File: config.mk
export PLATFORM = sky130hd
export DESIGN_NAME = traffic_light_with_hold_buttons_unit_flat
export DESIGN_NICKNAME = d
export VERILOG_FILES = /design/src/rtl/tlhb_pkg.sv /design/src/rtl/tlhb_if.sv /design/src/rtl/tlhb_hold.sv /design/src/rtl/traffic_light_with_hold_buttons_unit.sv /design/src/flat_wrapper.sv
export VERILOG_INCLUDE_DIRS = /design/src /design/src/rtl
export SDC_FILE = /design/constraint.sdc
export NUM_CORES = 1
export LEC_CHECK = 0
export CORE_MARGIN = 1.5
export CORE_UTILIZATION = 45
export DETAILED_ROUTE_END_ITERATION = 10
export DONT_BUFFER_PORTS = 1
export GPL_TIMING_DRIVEN = 0
export SYNTH_ARGS = -nofsm -noshare
export SYNTH_HDL_FRONTEND = slang
export SYNTH_SLANG_ARGS = --single-unit
File: constraint.sdc
create_clock -name clk -period 3.79 [get_ports clk]
set_clock_uncertainty 0.1 [all_clocks]
set_input_delay 1.137 -clock clk [delete_from_list [all_inputs] [get_ports clk]]
set_output_delay 1.137 -clock clk [all_outputs]
set_load 0.005 [all_outputs]
File: src/rtl/traffic_light_with_hold_buttons_unit_macros.svh
// ----------------------------------------------------------------------------
// traffic light unit assertion macros
// shared concurrent assertion forms, clocked on clk, quiet during reset
// ----------------------------------------------------------------------------
`ifndef TRAFFIC_LIGHT_WITH_HOLD_BUTTONS_UNIT_MACROS_SVH
`define TRAFFIC_LIGHT_WITH_HOLD_BUTTONS_UNIT_MACROS_SVH

// same-cycle implication
`define TLHB_ASSERT_NOW(lbl, ante, cons, msg) \
	lbl: assert property (@(posedge clk) disable iff (!arst_n) (ante) |-> (cons)) \
		else $error(msg);

// next-cycle implication
`define TLHB_ASSERT_NEXT(lbl, ante, cons, msg) \
	lbl: assert property (@(posedge clk) disable iff (!arst_n) (ante) |=> (cons)) \
		else $error(msg);

`endif

File: src/rtl/tlhb_pkg.sv
// ----------------------------------------------------------------------------
// tlhb_pkg
// shared types, register codes and helpers of the traffic light unit
// ----------------------------------------------------------------------------
package tlhb_pkg;

	localparam int COUNT_WIDTH = 32;
	localparam int CFG_W       = 32;
	localparam int CFG_INDEX_W = 8;

	typedef logic [COUNT_WIDTH-1:0] cnt_t;
	typedef logic [CFG_W-1:0]       cfg_word_t;
	typedef logic [CFG_INDEX_W-1:0] cfg_index_t;

	localparam cnt_t CNT_MAX = '1;

	// register indexes
	localparam cfg_index_t REG_HOLD_TICKS   = 8'd0;
	localparam cfg_index_t REG_PERIOD_TICKS = 8'd1;

	localparam cfg_word_t HOLD_TICKS_RESET   = 32'd32000000;
	localparam cfg_word_t PERIOD_TICKS_RESET = 32'd80000000;

	typedef enum logic [1:0] {
		PH_IDLE = 2'd0,
		PH_STOP = 2'd1,
		PH_GO   = 2'd2,
		PH_WARN = 2'd3
	} phase_t;

	// control from the top level to one button hold counter
	typedef struct packed {
		logic step;
		logic level;
		logic move;
		logic reload_on_move;
	} hold_ctl_t;

	// reload value, saturated to the counter range
	function automatic cnt_t load_value(cfg_word_t v);
		logic [64:0] wide_v;
		logic [64:0] wide_max;
		wide_v   = 65'(v);
		wide_max = 65'(CNT_MAX);
		if (wide_v > wide_max) begin
			return CNT_MAX;
		end
		return cnt_t'(v);
	endfunction

endpackage

File: src/rtl/tlhb_if.sv
// ----------------------------------------------------------------------------
// traffic light unit channels
// button item channel, lamp item channel and register write channel
// ----------------------------------------------------------------------------
interface tlhb_in_if;
	logic valid;
	logic ready;
	logic start_stop_level;
	logic walk_level;

	modport source (output valid, output start_stop_level, output walk_level, input ready);
	modport sink (input valid, input start_stop_level, input walk_level, output ready);
endinterface

interface tlhb_out_if;
	logic       valid;
	logic       ready;
	logic       red_lamp;
	logic       yellow_lamp;
	logic       green_lamp;
	logic [1:0] light_state;

	modport source (output valid, output red_lamp, output yellow_lamp, output green_lamp,
		output light_state, input ready);
	modport sink (input valid, input red_lamp, input yellow_lamp, input green_lamp,
		input light_state, output ready);
endinterface

interface tlhb_cfg_if;
	logic                   valid;
	logic                   ready;
	tlhb_pkg::cfg_index_t   index;
	tlhb_pkg::cfg_word_t    data;

	modport source (output valid, output index, output data, input ready);
	modport sink (input valid, input index, input data, output ready);
endinterface

File: src/rtl/tlhb_hold.sv
// ----------------------------------------------------------------------------
// tlhb_hold
// one button hold counter with its press latch
// ----------------------------------------------------------------------------
`include "traffic_light_with_hold_buttons_unit_macros.svh"

module tlhb_hold (
	input  logic                clk,
	input  logic                arst_n,
	input  tlhb_pkg::hold_ctl_t ctl,
	input  tlhb_pkg::cfg_word_t hold_ticks,
	output logic                latched
);

	tlhb_pkg::cnt_t count_q;
	logic           running_q;
	logic           latched_q;

	tlhb_pkg::cnt_t load_d;
	tlhb_pkg::cnt_t count_tick;
	tlhb_pkg::cnt_t count_smp;
	logic           fire;

	always_comb begin
		load_d = tlhb_pkg::load_value(hold_ticks);
		fire   = running_q && (count_q <= tlhb_pkg::cnt_t'(1));
		// expire reloads, running counts down, stopped holds
		if (fire) begin
			count_tick = load_d;
		end else if (running_q) begin
			count_tick = count_q - tlhb_pkg::cnt_t'(1);
		end else begin
			count_tick = count_q;
		end
		// low level stops and reloads
		count_smp = ctl.level ? count_tick : load_d;
		latched   = latched_q | fire;
	end

	always_ff @(posedge clk or negedge arst_n) begin
		if (!arst_n) begin
			count_q   <= tlhb_pkg::load_value(tlhb_pkg::HOLD_TICKS_RESET);
			running_q <= 1'b0;
			latched_q <= 1'b0;
		end else if (ctl.step) begin
			running_q <= ctl.level;
			latched_q <= latched & ~ctl.move;
			count_q   <= (ctl.move && ctl.reload_on_move) ? load_d : count_smp;
		end
	end

	`TLHB_ASSERT_NEXT(a_low_stops, ctl.step && !ctl.level, !running_q,
		"hold counter still running after low level")
	`TLHB_ASSERT_NEXT(a_move_clears, ctl.step && ctl.move, !latched_q,
		"press latch survived a light transition")
	`TLHB_ASSERT_NEXT(a_expire_sets, ctl.step && fire && !ctl.move, latched_q,
		"expired hold counter did not set its latch")

endmodule

File: src/rtl/traffic_light_with_hold_buttons_unit.sv
// ----------------------------------------------------------------------------
// traffic_light_with_hold_buttons_unit
// four-phase traffic light with held start/stop and pedestrian buttons
// ----------------------------------------------------------------------------
// Each item on items is one timer tick carrying the two button levels; each
// tick gives exactly one lamp item on results showing the phase held before
// that tick. The unit takes one item every clock cycle while results.ready
// holds or the result register is empty: an item is caught in an input
// register, the counter and phase update is done in one pass of short logic
// (a 32-bit decrement and compare per counter plus the phase decision), and
// the lamps land in an output register once it is free or being drained; a
// stalled result register still lets one more item wait in the input stage. A
// button registers once held for hold_ticks ticks and stays latched until
// the next transition; the period timer forces a transition every
// period_ticks ticks. A count register of 0 acts as 1. Register writes are
// taken at once (cfg.ready is always high) and take effect at the next
// reload of the counter concerned.
// ----------------------------------------------------------------------------
`include "traffic_light_with_hold_buttons_unit_macros.svh"

module traffic_light_with_hold_buttons_unit (
	input  logic         clk,
	input  logic         arst_n,
	tlhb_in_if.sink      items,
	tlhb_out_if.source   results,
	tlhb_cfg_if.sink     cfg
);

	// configuration registers
	tlhb_pkg::cfg_word_t hold_ticks_q;
	tlhb_pkg::cfg_word_t period_ticks_q;

	// input stage
	logic valid_s1;
	logic start_stop_s1;
	logic walk_s1;

	// light state
	tlhb_pkg::phase_t phase_q;
	tlhb_pkg::cnt_t   period_count_q;

	// result register
	logic       out_valid_q;
	logic       red_q;
	logic       yellow_q;
	logic       green_q;
	logic [1:0] state_q;

	logic advance;
	logic step;
	logic period_fire;
	logic move;
	logic walk_latched;
	logic run_latched;

	tlhb_pkg::phase_t  next_phase;
	logic              red_d;
	logic              yellow_d;
	logic              green_d;
	tlhb_pkg::hold_ctl_t walk_ctl;
	tlhb_pkg::hold_ctl_t run_ctl;

	// register writes, never stalled
	assign cfg.ready = 1'b1;

	always_ff @(posedge clk or negedge arst_n) begin
		if (!arst_n) begin
			hold_ticks_q   <= tlhb_pkg::HOLD_TICKS_RESET;
			period_ticks_q <= tlhb_pkg::PERIOD_TICKS_RESET;
		end else if (cfg.valid) begin
			unique case (cfg.index)
				tlhb_pkg::REG_HOLD_TICKS:   hold_ticks_q   <= cfg.data;
				tlhb_pkg::REG_PERIOD_TICKS: period_ticks_q <= cfg.data;
				default: ;
			endcase
		end
	end

	// the input stage moves on whenever the result register is free or being drained
	assign advance     = !out_valid_q || results.ready;
	assign items.ready = !valid_s1 || advance;
	assign step        = valid_s1 && advance;

	always_ff @(posedge clk or negedge arst_n) begin
		if (!arst_n) begin
			valid_s1 <= 1'b0;
		end else if (items.ready) begin
			valid_s1 <= items.valid;
		end
	end

	always_ff @(posedge clk) begin
		if (items.valid && items.ready) begin
			start_stop_s1 <= items.start_stop_level;
			walk_s1       <= items.walk_level;
		end
	end

	// button hold counters; the start/stop counter keeps its count across transitions
	assign walk_ctl = '{step: step, level: walk_s1, move: move, reload_on_move: 1'b1};
	assign run_ctl  = '{step: step, level: start_stop_s1, move: move, reload_on_move: 1'b0};

	tlhb_hold u_walk_hold (
		.clk        (clk),
		.arst_n     (arst_n),
		.ctl        (walk_ctl),
		.hold_ticks (hold_ticks_q),
		.latched    (walk_latched)
	);

	tlhb_hold u_run_hold (
		.clk        (clk),
		.arst_n     (arst_n),
		.ctl        (run_ctl),
		.hold_ticks (hold_ticks_q),
		.latched    (run_latched)
	);

	// period timer expires at a count of one or zero
	assign period_fire = period_count_q <= tlhb_pkg::cnt_t'(1);

	// next phase and whether a transition happens this tick
	always_comb begin
		next_phase = phase_q;
		move       = period_fire;
		unique case (phase_q)
			tlhb_pkg::PH_IDLE: begin
				// start press leaves idle without waiting for the timer
				if (run_latched) begin
					next_phase = tlhb_pkg::PH_STOP;
					move       = 1'b1;
				end
			end
			tlhb_pkg::PH_STOP: begin
				next_phase = run_latched ? tlhb_pkg::PH_IDLE : tlhb_pkg::PH_GO;
			end
			tlhb_pkg::PH_GO: begin
				if (run_latched) begin
					next_phase = tlhb_pkg::PH_IDLE;
				end else if (walk_latched) begin
					// pedestrian request cuts go short
					next_phase = tlhb_pkg::PH_WARN;
					move       = 1'b1;
				end else begin
					next_phase = tlhb_pkg::PH_STOP;
				end
			end
			tlhb_pkg::PH_WARN: begin
				next_phase = run_latched ? tlhb_pkg::PH_IDLE : tlhb_pkg::PH_STOP;
			end
			default: ;
		endcase
	end

	// lamps follow the phase held at the start of the tick
	always_comb begin
		red_d    = 1'b0;
		yellow_d = 1'b0;
		green_d  = 1'b0;
		unique case (phase_q)
			tlhb_pkg::PH_IDLE: ;
			tlhb_pkg::PH_STOP: red_d    = 1'b1;
			tlhb_pkg::PH_GO:   green_d  = 1'b1;
			tlhb_pkg::PH_WARN: yellow_d = 1'b1;
			default: ;
		endcase
	end

	// phase and period timer; any transition reloads the timer
	always_ff @(posedge clk or negedge arst_n) begin
		if (!arst_n) begin
			phase_q        <= tlhb_pkg::PH_IDLE;
			period_count_q <= tlhb_pkg::load_value(tlhb_pkg::PERIOD_TICKS_RESET);
		end else if (step) begin
			if (move) begin
				phase_q        <= next_phase;
				period_count_q <= tlhb_pkg::load_value(period_ticks_q);
			end else begin
				period_count_q <= period_count_q - tlhb_pkg::cnt_t'(1);
			end
		end
	end

	// result register
	always_ff @(posedge clk or negedge arst_n) begin
		if (!arst_n) begin
			out_valid_q <= 1'b0;
		end else if (advance) begin
			out_valid_q <= valid_s1;
		end
	end

	always_ff @(posedge clk) begin
		if (step) begin
			red_q    <= red_d;
			yellow_q <= yellow_d;
			green_q  <= green_d;
			state_q  <= phase_q;
		end
	end

	assign results.valid       = out_valid_q;
	assign results.red_lamp    = red_q;
	assign results.yellow_lamp = yellow_q;
	assign results.green_lamp  = green_q;
	assign results.light_state = state_q;

	`TLHB_ASSERT_NEXT(a_step_gives_item, step, results.valid,
		"processed tick did not produce a lamp item")
	`TLHB_ASSERT_NEXT(a_state_matches, step, results.light_state == $past(phase_q),
		"lamp item does not show the phase before the tick")
	`TLHB_ASSERT_NEXT(a_walk_to_warn,
		step && phase_q == tlhb_pkg::PH_GO && !run_latched && walk_latched,
		phase_q == tlhb_pkg::PH_WARN,
		"pedestrian press in go did not move to warn")

endmodule
File: src/flat_wrapper.sv
// flat-port wrapper written by rule: the top's interface ports become plain ports
module traffic_light_with_hold_buttons_unit_flat 
  (clk, arst_n, items_valid, items_start_stop_level, items_walk_level, items_ready, results_valid, results_red_lamp, results_yellow_lamp, results_green_lamp, results_light_state, results_ready, cfg_valid, cfg_index, cfg_data, cfg_ready);
  tlhb_in_if items_i ();
  tlhb_out_if results_i ();
  tlhb_cfg_if cfg_i ();
  input  logic clk;
  input  logic arst_n;
  input wire logic [$bits(items_i.valid)-1:0] items_valid;
  input wire logic [$bits(items_i.start_stop_level)-1:0] items_start_stop_level;
  input wire logic [$bits(items_i.walk_level)-1:0] items_walk_level;
  output wire logic [$bits(items_i.ready)-1:0] items_ready;
  output wire logic [$bits(results_i.valid)-1:0] results_valid;
  output wire logic [$bits(results_i.red_lamp)-1:0] results_red_lamp;
  output wire logic [$bits(results_i.yellow_lamp)-1:0] results_yellow_lamp;
  output wire logic [$bits(results_i.green_lamp)-1:0] results_green_lamp;
  output wire logic [$bits(results_i.light_state)-1:0] results_light_state;
  input wire logic [$bits(results_i.ready)-1:0] results_ready;
  input wire logic [$bits(cfg_i.valid)-1:0] cfg_valid;
  input wire logic [$bits(cfg_i.index)-1:0] cfg_index;
  input wire logic [$bits(cfg_i.data)-1:0] cfg_data;
  output wire logic [$bits(cfg_i.ready)-1:0] cfg_ready;
  assign items_i.valid = items_valid;
  assign items_i.start_stop_level = items_start_stop_level;
  assign items_i.walk_level = items_walk_level;
  assign items_ready = items_i.ready;
  assign results_valid = results_i.valid;
  assign results_red_lamp = results_i.red_lamp;
  assign results_yellow_lamp = results_i.yellow_lamp;
  assign results_green_lamp = results_i.green_lamp;
  assign results_light_state = results_i.light_state;
  assign results_i.ready = results_ready;
  assign cfg_i.valid = cfg_valid;
  assign cfg_i.index = cfg_index;
  assign cfg_i.data = cfg_data;
  assign cfg_ready = cfg_i.ready;
  traffic_light_with_hold_buttons_unit u_core (.clk(clk), .arst_n(arst_n), .items(items_i), .results(results_i), .cfg(cfg_i));
endmodule
==> results.cfg <==
[final_layout]
drive_above_1_share = 0.175
diodes = 0
final_cell_area_sq_um = 10500
fill_cells = 1984
nNetsFinal = 1050
area_delta_synth_final_pct = 10.0

[min_path]
min_path_type = primary input to async pin

[drt]
vias_per_cell = 6.15
route.detailed.drc = 0
met2_length_mm = 12.3
num_vias = 7908
drtIter0Drc = 691
wire_per_inst_um = 21.7
drt_pre_antenna_iters = 5
antenna_left = 0
wl_mm = 27.9
wl_met3_mm = 2.02
wl_met1_mm = 12.8
top_layer_used = met4

[synthesis]
ys_warn_count = 0
synth_area_sq_um = 9530
synthTopCellsByCount = dfrtp_1, o21ai_0, nor2_1
synth_top_area_cell = dfrtp_1
synth_edf_count = 7
synth.area.top_cells = dfrtp_1, dfstp_2, mux2_2
synth_fp_nets = 1031
async_reset_ff_frac = 0.960
yosysMostFrequentCell = dfrtp_1
synth_top_cell_area_share = 0.344
ys_ff_latch = 175
synth_seq_area_share = 0.468
ys.flop_type = dfrtp_1
ys_types = 69
synth_cells = 978
avgSynthCellArea_sq_um = 9.74

[critical_path]
start_kind = flip-flop
max_stage_delay_ns = 0.60
crit_buf_inv = 2
worst_path_dominant_cell_family = simple AND/OR/NAND/NOR gates
path_cells = nor4_1, and4b_1, nand4_1, nand2_1, buf_1, buf_1, a21oi_1, o21ai_0, o21ai_0
crit_type = flip-flop to flip-flop
critPathRequiredTime_ns = 3.99
crit_start = u_core.u_run_hold.count_q[8]
path_max_fanout = 10
end_kind = flip-flop
crit_arrival_ns = 3.73
regToRegStartpoint = u_core.u_run_hold.count_q[8]
slowest_stage = nor4_1

[timing]
clock.fmax_mhz = 284
maxSlewViolCount = 0
period_needed_ns = 3.52
tightest_slew_ns = 0.928
setup_tns_ns = 0
hold_violations = 0
relSlewSlack = 0.379
setup_violations = 0
rsz0062_at_grt = false
finalCritPeriodShare = 0.929

[clocking]
cts_tree = done
clkLatencyLatePin_ns = 0.44
hold_buffers = 0
cts_buffers = 17
clock-sinks = 175
cts-root-buf = clkbuf_16
htree_levels = 4
post-cts-setup-buffers = 0
cts_resized = 0
clock_path_buffers = 2
clkSlewWorstSetupHoldPaths_ns = 0.08

[floorplan]
row_count = 53
initial_core_util = 0.456
dieWidth_um = 149
core_sq_um = 20900
pin_count = 55
die_h_um = 149
die-area_sq_um = 22100

[global_route]
antenna_found_initial = 0
grt_max_degree = 169
grt_use_total = 0.262
grt_pass1_vias = 7569
gr-total-overflow = 0
grt_pass1_wl_mm = 44.1

[placed_design]
gp_congestion = 0.893
port_buffers = 0
hpwlAfterDp_mm = 20.3
dpl_cell_area_sq_um = 9870

[run_status]
outcome = finished, final reports clean

[job]
drv_cap = 0

[power_and_ir_drop]
p_per_area_nw_per_um2 = 514
p_leak_nw = 4.51
peakVddDrop_mv = 0.282
==> cell families (layout without fill, tap and decap cells) <==
kind of cell             count (synthesis)  after routing  share of synthesized area
multiplexers                           110            110                      0.124
AO/OA/AOI/OAI                          257            257                      0.170
buffers and inverters                   94            126                     0.0439
adder cells (fa/ha/maj)                  6              6                    0.00788
other                                    1              1                   0.000394
flip-flops                             175            175                      0.468
AND/OR/NAND/NOR                        335            335                      0.186
==> routing by layer <==
metal / vias to the layer above / track usage
met4: 0 / 0.0851
met1: 3941 / 0.375
met5: - / 0
li1: 3648 / -
met3: 43 / 0.0623
met2: 276 / 0.391
==> final timing paths <==
check	end	slack, ns	cells past startpoint
setup / recovery	u_core.u_run_hold.count_q[12]	0.27	9
hold / removal	u_core.hold_ticks_q[25]	0.31	0
setup reg to reg	u_core.u_run_hold.count_q[12]	0.27	9
hold reg to reg	u_core.u_run_hold.count_q[21]	0.39	2
max in group asynchronous	u_core.u_walk_hold.count_q[19]	2.97	0
min in group clk	u_core.u_run_hold.count_q[21]	0.39	2
==> cell usage in the layout (no fill, tap or decap), drive strengths merged, types with 16 or more instances in the layout <==
master / n
nand3: 29
nor4: 24
o21ai: 103
mux2i: 49
nand2: 61
clkbuf: 52
mux2: 61
inv: 43
o2bb2ai: 33
a22oi: 17
buf: 23
nor3: 49
nor2: 90
dfrtp: 131
dfstp: 37
nand4: 16
a21oi: 52
==> metrics by stage <==
stage               instances  setup WS, ns  total power, W  hold slack, ns   util
finish                   1285         0.267         0.00538           0.306  0.502
global route             1285        0.0644         0.00565           0.274  0.502
CTS                      1285         0.362         0.00539           0.281  0.502
detailed placement       1253         0.275         0.00358           0.382  0.473
global placement         1253         0.236         0.00357           0.377  0.473
floorplan                 978         0.876         0.00326           0.349      -
==> area by class of cell <==
cell class,count,area [sq um],area share
Buffer,58,283,0.0270
Clock buffer,17,425,0.0406
Clock inverter,15,186,0.0178
Tap cell,275,344,0.0328
Multi-Input combinational cell,709,4650,0.443
Sequential cell,175,4460,0.425
Inverter,36,135,0.0129
==> state kept, by name, summed over array words and instances, names as in the netlist <==
signal and count:
u_core.u_run_hold.count_q 32, u_core.hold_ticks_q 32, u_core.u_walk_hold.running_q 1, u_core.results.green_lamp 1, u_core.u_run_hold.latched_q 1, u_core.start_stop_s1 1, u_core.period_count_q 32, u_core.u_run_hold.running_q 1
u_core.valid_s1 1, u_core.period_ticks_q 32, u_core.u_walk_hold.latched_q 1, u_core.u_walk_hold.count_q 32, u_core.results.light_state 2, u_core.results.yellow_lamp 1, u_core.phase_q 2, u_core.walk_s1 1
u_core.results.red_lamp 1, u_core.results.valid 1
==> report_power, final <==
group	switching (W)	internal, W
registers	0.000325	0.00219
logic	0.000643	0.000425
clock network	0.000902	0.000902
total	0.00187	0.00351
No activity file was read; power rests on OpenSTA's default activity.
